### src/rtl/lsd_pkg.sv
package lsd_pkg;

    localparam int HistDepth = 5;
    localparam int CntW      = $clog2(HistDepth + 1);

    localparam int AdcW      = 12;
    localparam int TimeW     = 16;
    localparam int CountW    = 8;
    localparam int SDataW    = 32;
    localparam int SUserW    = 8;
    localparam int MDataW    = 24;

    localparam logic [AdcW-1:0] AdcMax     = 12'h3FF;
    localparam logic [AdcW-1:0] ButtonHi   = 12'd40;
    localparam logic [AdcW-1:0] OffLo      = 12'd368;
    localparam logic [AdcW-1:0] OffHi      = 12'd450;
    localparam logic [AdcW-1:0] ManualLo   = 12'd573;
    localparam logic [AdcW-1:0] ManualHi   = 12'd655;
    localparam logic [AdcW-1:0] AutoLo     = 12'd778;
    localparam logic [AdcW-1:0] AutoHi     = 12'd860;
    localparam logic [AdcW-1:0] UnconnLo   = 12'd982;

    localparam logic [TimeW-1:0] LongPressReset = 16'd300;

    typedef logic [CntW-1:0] hist_cnt_t;

    typedef enum logic [2:0] {
        CL_UNKNOWN = 3'd0,
        CL_OFF     = 3'd1,
        CL_AUTO    = 3'd2,
        CL_MANUAL  = 3'd3,
        CL_UNCONN  = 3'd4,
        CL_BUTTON  = 3'd5,
        CL_INVALID = 3'd6
    } cls_t;

    typedef enum logic [2:0] {
        MODE_UNKNOWN = 3'd0,
        MODE_OFF     = 3'd1,
        MODE_AUTO    = 3'd2,
        MODE_MANUAL  = 3'd3,
        MODE_UNCONN  = 3'd4,
        MODE_INVALID = 3'd5
    } mode_t;

    typedef enum logic [1:0] {
        BTN_UNKNOWN  = 2'd0,
        BTN_RELEASED = 2'd1,
        BTN_SHORT    = 2'd2,
        BTN_LONG     = 2'd3
    } btn_t;

    typedef enum logic [1:0] {
        NTF_OFF    = 2'd0,
        NTF_AUTO   = 2'd1,
        NTF_MANUAL = 2'd2,
        NTF_UNCONN = 2'd3
    } ntf_t;

    typedef struct packed {
        logic             sample_ok;
        logic [AdcW-1:0]  adc_value;
        logic [TimeW-1:0] now_time;
        logic             restart;
    } in_item_t;

    typedef struct packed {
        logic confirm;
        cls_t cls;
    } deb_t;

    typedef struct packed {
        ntf_t              notify_code;
        logic              notify_valid;
        logic              ok_report;
        logic [CountW-1:0] press_change_count;
        btn_t              button_state;
        mode_t             switch_mode;
    } result_t;

endpackage

### src/rtl/ladder_switch_debounce_decoder.sv
// Resistor-ladder switch decoder: each stream transaction carries one ADC sample, which is
// sorted into a voltage window, debounced over five equal classes in a row, and fed to the
// button press machine and the mode tracker; every sample yields exactly one result.
// A sample is taken every clock cycle unless the result register stalls; it passes the
// input register, then the result register. The debounce count and button/mode update
// loop sets the sustained rate. long_press_time resets to 300 and is written over the cfg
// channel; the user must do so only while the block idles; the block does not enforce it.
module ladder_switch_debounce_decoder
    import lsd_pkg::*;
(
    input  logic              aclk,
    input  logic              aresetn,
    input  logic              s_tvalid,
    output logic              s_tready,
    // adc_value[11:0], now_time[27:12], restart[28], zero[31:29]
    input  logic [SDataW-1:0] s_tdata,
    // sample_ok[0], zero[7:1]
    input  logic [SUserW-1:0] s_tuser,
    output logic              m_tvalid,
    input  logic              m_tready,
    // switch_mode[2:0], button_state[4:3], press_change_count[12:5], ok_report[13],
    // notify_valid[14], notify_code[16:15], zero[23:17]
    output logic [MDataW-1:0] m_tdata,
    input  logic              cfg_valid,
    output logic              cfg_ready,
    input  logic [TimeW-1:0]  cfg_data
);

    logic              in_valid_reg;
    logic              in_valid_next;
    in_item_t          in_item_reg;
    logic              out_valid_reg;
    logic              out_valid_next;
    logic [MDataW-1:0] out_data_reg;
    logic [MDataW-1:0] out_data_next;
    logic [TimeW-1:0]  lpt_reg;
    logic              advance;
    logic              s_take;
    cls_t              cls;
    deb_t              deb;
    result_t           res;

    assign advance   = in_valid_reg && (!out_valid_reg || m_tready);
    assign s_tready  = !in_valid_reg || advance;
    assign s_take    = s_tvalid && s_tready;
    assign cfg_ready = 1'b1;
    assign m_tvalid  = out_valid_reg;
    assign m_tdata   = out_data_reg;

    always_comb begin
        if (s_take) begin
            in_valid_next = 1'b1;
        end else if (advance) begin
            in_valid_next = 1'b0;
        end else begin
            in_valid_next = in_valid_reg;
        end
        if (advance) begin
            out_valid_next = 1'b1;
        end else if (m_tready) begin
            out_valid_next = 1'b0;
        end else begin
            out_valid_next = out_valid_reg;
        end
        out_data_next = MDataW'({res.notify_code, res.notify_valid, res.ok_report,
                                 res.press_change_count, res.button_state,
                                 res.switch_mode});
    end

    always_ff @(posedge aclk) begin
        if (!aresetn) begin
            in_valid_reg  <= 1'b0;
            out_valid_reg <= 1'b0;
            lpt_reg       <= LongPressReset;
        end else begin
            in_valid_reg  <= in_valid_next;
            out_valid_reg <= out_valid_next;
            if (cfg_valid && cfg_ready) begin
                lpt_reg <= cfg_data;
            end
        end
    end

    always_ff @(posedge aclk) begin
        if (s_take) begin
            in_item_reg.sample_ok <= s_tuser[0];
            in_item_reg.adc_value <= s_tdata[AdcW-1:0];
            in_item_reg.now_time  <= s_tdata[AdcW+TimeW-1:AdcW];
            in_item_reg.restart   <= s_tdata[AdcW+TimeW];
        end
        if (advance) begin
            out_data_reg <= out_data_next;
        end
    end

    lsd_classify u_classify (
        .adc_value (in_item_reg.adc_value),
        .cls       (cls)
    );

    lsd_debounce u_debounce (
        .aclk      (aclk),
        .aresetn   (aresetn),
        .advance   (advance),
        .restart   (in_item_reg.restart),
        .sample_ok (in_item_reg.sample_ok),
        .cls       (cls),
        .deb       (deb)
    );

    lsd_tracker u_tracker (
        .aclk            (aclk),
        .aresetn         (aresetn),
        .advance         (advance),
        .restart         (in_item_reg.restart),
        .now_time        (in_item_reg.now_time),
        .long_press_time (lpt_reg),
        .deb             (deb),
        .res             (res)
    );

    a_code_matches_mode: assert property (@(posedge aclk) disable iff (!aresetn)
        m_tvalid && m_tdata[14] |-> m_tdata[2:0] == {1'b0, m_tdata[16:15]} + 3'd1)
        else $error("notification code disagrees with switch mode");

    a_ok_only_on_mode: assert property (@(posedge aclk) disable iff (!aresetn)
        m_tvalid && m_tdata[13] |-> m_tdata[14] && m_tdata[16:15] != NTF_UNCONN)
        else $error("module OK reported without a mode notification");

    a_quiet_code_zero: assert property (@(posedge aclk) disable iff (!aresetn)
        m_tvalid && !m_tdata[14] |-> m_tdata[16:15] == NTF_OFF)
        else $error("notification code set without a notification");

    a_ready_when_drained: assert property (@(posedge aclk) disable iff (!aresetn)
        !out_valid_reg |-> s_tready)
        else $error("input stalled while the result register is empty");

endmodule

### src/rtl/lsd_classify.sv
module lsd_classify
    import lsd_pkg::*;
(
    input  logic [AdcW-1:0] adc_value,
    output cls_t            cls
);

    always_comb begin
        if (adc_value > AdcMax) begin
            cls = CL_INVALID;
        end else if (adc_value <= ButtonHi) begin
            cls = CL_BUTTON;
        end else if (adc_value < OffLo) begin
            cls = CL_INVALID;
        end else if (adc_value <= OffHi) begin
            cls = CL_OFF;
        end else if (adc_value < ManualLo) begin
            cls = CL_INVALID;
        end else if (adc_value <= ManualHi) begin
            cls = CL_MANUAL;
        end else if (adc_value < AutoLo) begin
            cls = CL_INVALID;
        end else if (adc_value <= AutoHi) begin
            cls = CL_AUTO;
        end else if (adc_value < UnconnLo) begin
            cls = CL_INVALID;
        end else begin
            cls = CL_UNCONN;
        end
    end

endmodule

### src/rtl/lsd_debounce.sv
module lsd_debounce
    import lsd_pkg::*;
(
    input  logic aclk,
    input  logic aresetn,
    input  logic advance,
    input  logic restart,
    input  logic sample_ok,
    input  cls_t cls,
    output deb_t deb
);

    cls_t      hist_reg  [HistDepth-1];
    cls_t      hist_next [HistDepth-1];
    hist_cnt_t cnt_reg;
    hist_cnt_t cnt_next;
    hist_cnt_t cnt_eff;
    hist_cnt_t cnt_inc;
    logic      same;
    logic      confirm;

    always_comb begin
        cnt_eff = restart ? '0 : cnt_reg;
        cnt_inc = (cnt_eff < CntW'(HistDepth)) ? cnt_eff + 1'b1 : cnt_eff;
        same = 1'b1;
        for (int i = 0; i < HistDepth - 1; i++) begin
            if (hist_reg[i] != cls) begin
                same = 1'b0;
            end
        end
        confirm = sample_ok && (cnt_inc == CntW'(HistDepth)) && same;
    end

    always_comb begin
        if (!sample_ok || confirm) begin
            cnt_next = '0;
        end else begin
            cnt_next = cnt_inc;
        end
        hist_next = hist_reg;
        if (sample_ok && !confirm) begin
            hist_next[0] = cls;
            for (int i = 1; i < HistDepth - 1; i++) begin
                hist_next[i] = hist_reg[i-1];
            end
        end
    end

    always_ff @(posedge aclk) begin
        if (!aresetn) begin
            cnt_reg <= '0;
        end else if (advance) begin
            cnt_reg <= cnt_next;
        end
    end

    always_ff @(posedge aclk) begin
        if (advance) begin
            hist_reg <= hist_next;
        end
    end

    assign deb.confirm = confirm;
    assign deb.cls     = cls;

endmodule

### src/rtl/lsd_tracker.sv
module lsd_tracker
    import lsd_pkg::*;
(
    input  logic             aclk,
    input  logic             aresetn,
    input  logic             advance,
    input  logic             restart,
    input  logic [TimeW-1:0] now_time,
    input  logic [TimeW-1:0] long_press_time,
    input  deb_t             deb,
    output result_t          res
);

    mode_t             mode_reg;
    mode_t             mode_next;
    mode_t             mode_eff;
    btn_t              phase_reg;
    btn_t              phase_next;
    btn_t              phase_eff;
    logic [TimeW-1:0]  start_reg;
    logic [TimeW-1:0]  start_next;
    logic [TimeW-1:0]  start_eff;
    logic [CountW-1:0] count_reg;
    logic [CountW-1:0] count_next;
    logic [CountW-1:0] count_eff;
    logic              pending_reg;
    logic              pending_next;
    logic              pending_eff;
    logic [TimeW-1:0]  elapsed;
    logic              long_due;
    logic              is_button;
    logic              is_mode;
    logic              is_notice;
    logic              notify;
    ntf_t              code;

    always_comb begin
        mode_eff    = restart ? MODE_UNKNOWN : mode_reg;
        phase_eff   = restart ? BTN_UNKNOWN : phase_reg;
        start_eff   = restart ? '0 : start_reg;
        count_eff   = restart ? '0 : count_reg;
        pending_eff = restart ? 1'b1 : pending_reg;
        elapsed     = now_time - start_eff;
        long_due    = elapsed >= long_press_time;
        is_button   = deb.cls == CL_BUTTON;
    end

    always_comb begin
        phase_next = phase_eff;
        if (deb.confirm) begin
            if (is_button) begin
                unique case (phase_eff)
                    BTN_RELEASED: phase_next = BTN_SHORT;
                    BTN_SHORT:    phase_next = long_due ? BTN_LONG : BTN_SHORT;
                    default:      phase_next = phase_eff;
                endcase
            end else begin
                phase_next = BTN_RELEASED;
            end
        end
    end

    always_comb begin
        start_next = start_eff;
        count_next = count_eff;
        mode_next  = mode_eff;
        if (deb.confirm) begin
            if (is_button) begin
                if (phase_eff == BTN_RELEASED) begin
                    start_next = now_time;
                    count_next = count_eff + 1'b1;
                end else if (phase_eff == BTN_SHORT && long_due) begin
                    start_next = '0;
                end
            end else begin
                start_next = '0;
                if (phase_eff != BTN_RELEASED) begin
                    count_next = count_eff + 1'b1;
                end
                mode_next = (deb.cls == CL_INVALID) ? MODE_INVALID : mode_t'(deb.cls);
            end
        end
    end

    always_comb begin
        is_mode   = 1'b0;
        is_notice = 1'b1;
        code      = NTF_OFF;
        unique case (mode_next)
            MODE_OFF: begin
                is_mode = 1'b1;
                code    = NTF_OFF;
            end
            MODE_AUTO: begin
                is_mode = 1'b1;
                code    = NTF_AUTO;
            end
            MODE_MANUAL: begin
                is_mode = 1'b1;
                code    = NTF_MANUAL;
            end
            MODE_UNCONN: begin
                code = NTF_UNCONN;
            end
            default: begin
                is_notice = 1'b0;
            end
        endcase
        notify       = (mode_next != mode_eff) && is_notice;
        pending_next = pending_eff && !notify;
    end

    always_comb begin
        res.switch_mode        = mode_next;
        res.button_state       = phase_next;
        res.press_change_count = count_next;
        res.ok_report          = notify && pending_eff && is_mode;
        res.notify_valid       = notify;
        res.notify_code        = notify ? code : NTF_OFF;
    end

    always_ff @(posedge aclk) begin
        if (!aresetn) begin
            mode_reg    <= MODE_UNKNOWN;
            phase_reg   <= BTN_UNKNOWN;
            start_reg   <= '0;
            count_reg   <= '0;
            pending_reg <= 1'b1;
        end else if (advance) begin
            mode_reg    <= mode_next;
            phase_reg   <= phase_next;
            start_reg   <= start_next;
            count_reg   <= count_next;
            pending_reg <= pending_next;
        end
    end

endmodule
### config.mk
export PLATFORM = sky130hd
export DESIGN_NAME = ladder_switch_debounce_decoder
export DESIGN_NICKNAME = d
export VERILOG_FILES = /design/src/rtl/lsd_pkg.sv /design/src/rtl/ladder_switch_debounce_decoder.sv /design/src/rtl/lsd_classify.sv /design/src/rtl/lsd_debounce.sv /design/src/rtl/lsd_tracker.sv
export SDC_FILE = /design/constraint.sdc
export NUM_CORES = 1
export LEC_CHECK = 0
export BUFFER_PORTS_ARGS = -buffer_cell sky130_fd_sc_hd__buf_2
export CAP_MARGIN = 10
export CORE_ASPECT_RATIO = 0.6
export CORE_MARGIN = 2
export CORE_UTILIZATION = 52
export CTS_BUF_LIST = sky130_fd_sc_hd__clkbuf_16
export CTS_CLUSTER_DIAMETER = 100
export CTS_CLUSTER_SIZE = 14
export DETAILED_ROUTE_END_ITERATION = 10
export PLACE_DENSITY = 0.74
export SETUP_SLACK_MARGIN = 0.02
export SLEW_MARGIN = 20
export SYNTH_ARGS = -nofsm -noshare
export SYNTH_HDL_FRONTEND = slang
export SYNTH_SLANG_ARGS = --single-unit
### constraint.sdc
create_clock -name aclk -period 5 [get_ports aclk]
set_input_delay 1 -clock aclk [delete_from_list [all_inputs] [get_ports aclk]]
set_output_delay 1 -clock aclk [all_outputs]
set_load 0.005 [all_outputs]
==> run_results.csv <==
group,metric,value,unit
cts,insertion_delay,0.35,ns
cts,clk_pin_slew_worst_paths,0.07,ns
floorplan,dieWidth,144,um
cells_and_area,nets,755,
synthesis,synth_area_leader_cell,"edfxtp_1",
synthesis,ys_warn_count,0,
cts,post-cts-setup-buffers,0,
route,drtIter0Drc,375,
floorplan,die_h,88.0,um
worst_setup_path,crit_type,"register to register",
pwr,p_int,1.47,mW
placement,port_buffers,69,
sta,period_share,0.947,
route,postRouteAntennaNets,0,
cts,root_buffer,"clkbuf_16",
placement,dp_hpwl,9.39,mm
floorplan,start_util,0.537,
synthesis,synthCells,597,
floorplan,fp-row-count,30,
synthesis,synth_edf_count,59,
synthesis,synth_most_common_cell,"edfxtp_1",
synthesis,yosysUniqueCellTypes,65,
worst_setup_path,required,5.25,ns
floorplan,pin_count,88,
pwr,power_density,281,nW/um^2
pwr,p_sw_frac,0.237,
route,wl_per_cell,15.8,um
sta,rsz0062_at_grt,"no",
grt,grt_pass1_wl,21.3,mm
route,dr_total_vias,4657,
synthesis,synth_area_leaders,"edfxtp_1, dfxtp_1, ha_1",
flow_run,max-cap-violations,0,
sta,setup_viol,0,
synthesis,ys_top_cells_by_count,"edfxtp_1, dfxtp_1, ha_1",
run_status,outcome,"complete, no violations",
route,vias_per_cell,5.67,
cells_and_area,synthToLayoutAreaGrowth,12.2,%
route,totalWireLength,12.9,mm
sta,post-route-min-period,4.74,ns
sta,timing.final.max_slew_violations,0,
cells_and_area,drive_above_1_share,0.184,
grt,grt_pass1_vias,4243,
worst_hold_path,hold_class,"register to register",
cells_and_area,largest_register_ffs,30,
pwr,clkPwrFrac,0.360,
grt,grt.overflow.total,0,
sta,tns,0,ns
synthesis,ys_seq_elements,110,
synthesis,synthArstFlopShare,0,
worst_setup_path,endpoint_kind,"register",
placement,place_congestion,0.825,
worst_setup_path,worstPathArrival,4.98,ns
synthesis,syn_avg_cell_area,10.2,um^2
cts,cts_tree,"done",
worst_setup_path,start_kind,"register",
synthesis,netlist_area,6110,um^2
sta,clock_skew,0.00763,ns
grt,grt_max_degree,41,
sta,hold_violations,0,
sta,slew_headroom,0.313,
cells_and_area,fillers,957,
sta,worstMarginPinSlew,1.03,ns
cts,clockBufferDepth,2,
synthesis,synth-main-ff-cell,"edfxtp_1",
cts,cts_hold_buf,0,
cts,cts_sinks,110,
cells_and_area,utilization,0.603,
cells_and_area,diodes,0,
worst_setup_path,crit_fanout,22,
grt,antenna_found_initial,0,
pwr,switchingPower,0.457,mW
pwr,p_seq_frac,0.524,
pwr,leakage,2.67,nW
pwr,comb_power_share,0.116,
floorplan,core,11400,um^2
floorplan,die-area,12700,um^2
sta,max_freq,211,MHz
cts,cts_htree_levels,3,
cts,cts_buffers,9,
grt,grt_usage,0.216,
pwr,peakVddDrop,0.000182,V
synthesis,synth_top_area_frac,0.290,
route,remaining_drc_errors,0,
synthesis,seq_area_frac_synth,0.457,
route,dr.pass1.iters,5,
cts,ctsResizeCount,0,
==> worst max-delay path: stages (launching register included) <==
cell	delay, ns
edfxtp_1	0.44
buf_4	0.24
nand2b_1	0.21
fa_1	0.44
a21o_1	0.19
a21oi_1	0.23
o21bai_1	0.10
a21o_1	0.21
a21oi_2	0.21
o21ai_0	0.12
nor2_1	0.12
xnor2_1	0.11
ha_1	0.32
nand4_1	0.12
a21oi_1	0.23
o2111ai_1	0.20
a211o_1	0.37
a21o_4	0.31
a31o_2	0.25
a22o_1	0.22
==> per-stage QoR <==
stage	hold slack, ns	std cells	area (um^2)	setup slack [ns]	power, mW
CTS	0.466	822	6840	0.154	1.94
detailed placement	0.457	806	6550	0.166	1.25
finish	0.465	822	6860	0.265	1.93
global placement	0.449	806	6550	0.345	1.24
floorplan	0.439	603	6130	0.174	1.18
global route	0.484	822	6860	0.0185	2.01
==> cells in the final DEF, fill, tap and decap left out, drive strengths merged, types with 3 or more instances in the layout <==
cell and instances:
buf 76, edfxtp 59, dfxtp 51, inv 37, ha 36, nand2b 35, nand2 34, nor2b 31
nor2 26, a21oi 24, o21ai 20, a31o 17, xnor2 17, a22o 15, nand3 14, mux2i 12
o211ai 11, nand4 10, and2 10, a21o 10, clkbuf 9, conb 8, a21boi 7, nor4 6
nor3 5, a211o 5, o21bai 5, o21a 5, and3 4, and4 4, or4 4, or3 4
xor2 4, a31oi 4, nor3b 4, clkinv 4, o211a 3, a22oi 3, mux2 3, o31ai 3
==> worst paths after layout <==
kind | start | endpoint | slack [ns] | cells past startpoint
hold reg to reg | u_tracker.count_reg[3] | u_tracker.count_reg[3] | 0.47 | 2
hold / removal | u_tracker.count_reg[3] | u_tracker.count_reg[3] | 0.47 | 2
setup reg to reg | in_item_reg[0] | u_tracker.start_reg[14] | 0.26 | 19
setup / recovery | in_item_reg[0] | u_tracker.start_reg[14] | 0.26 | 19
==> final cells by class <==
class                      instances  area, um^2  area share
timing repair buffer              76         398      0.0580
sequential                       110        2790       0.407
clock buffer                       9         225      0.0329
tap                              160         200      0.0292
inverter                          35         131      0.0192
multi-input combinational        425        3050       0.445
clock inverter                     7        58.8     0.00858
==> power groups by stage <==
stage                     registers [mW]  clock network, mW  logic (mW)
after floorplan                     1.02                  0       0.160
after global placement              1.03                  0       0.209
after detailed placement            1.03                  0       0.221
after CTS                           1.01              0.712       0.222
after global routing                1.01              0.743       0.250
final                               1.01              0.693       0.224
==> kinds of logic after synthesis <==
logic type / after synthesis / share of synthesized area
simple gates: 196 / 0.180
compound gates: 148 / 0.178
flops: 110 / 0.457
buf+inv: 68 / 0.0514
fa+ha+maj: 37 / 0.0770
xor+xnor: 21 / 0.0301
mux: 15 / 0.0252
other cells: 2 / 0.00123
==> metal layers <==
metal | wire length [um] | share of wire | GRT usage
met1 | 6660 | 0.51 | 0.334
met2 | 5180 | 0.40 | 0.302
met3 | 974 | 0.075 | 0.0508
met4 | 135 | 0.010 | 0.0526
met5 | 0 | 0 | 0
No activity file was read; power rests on OpenSTA's default activity.
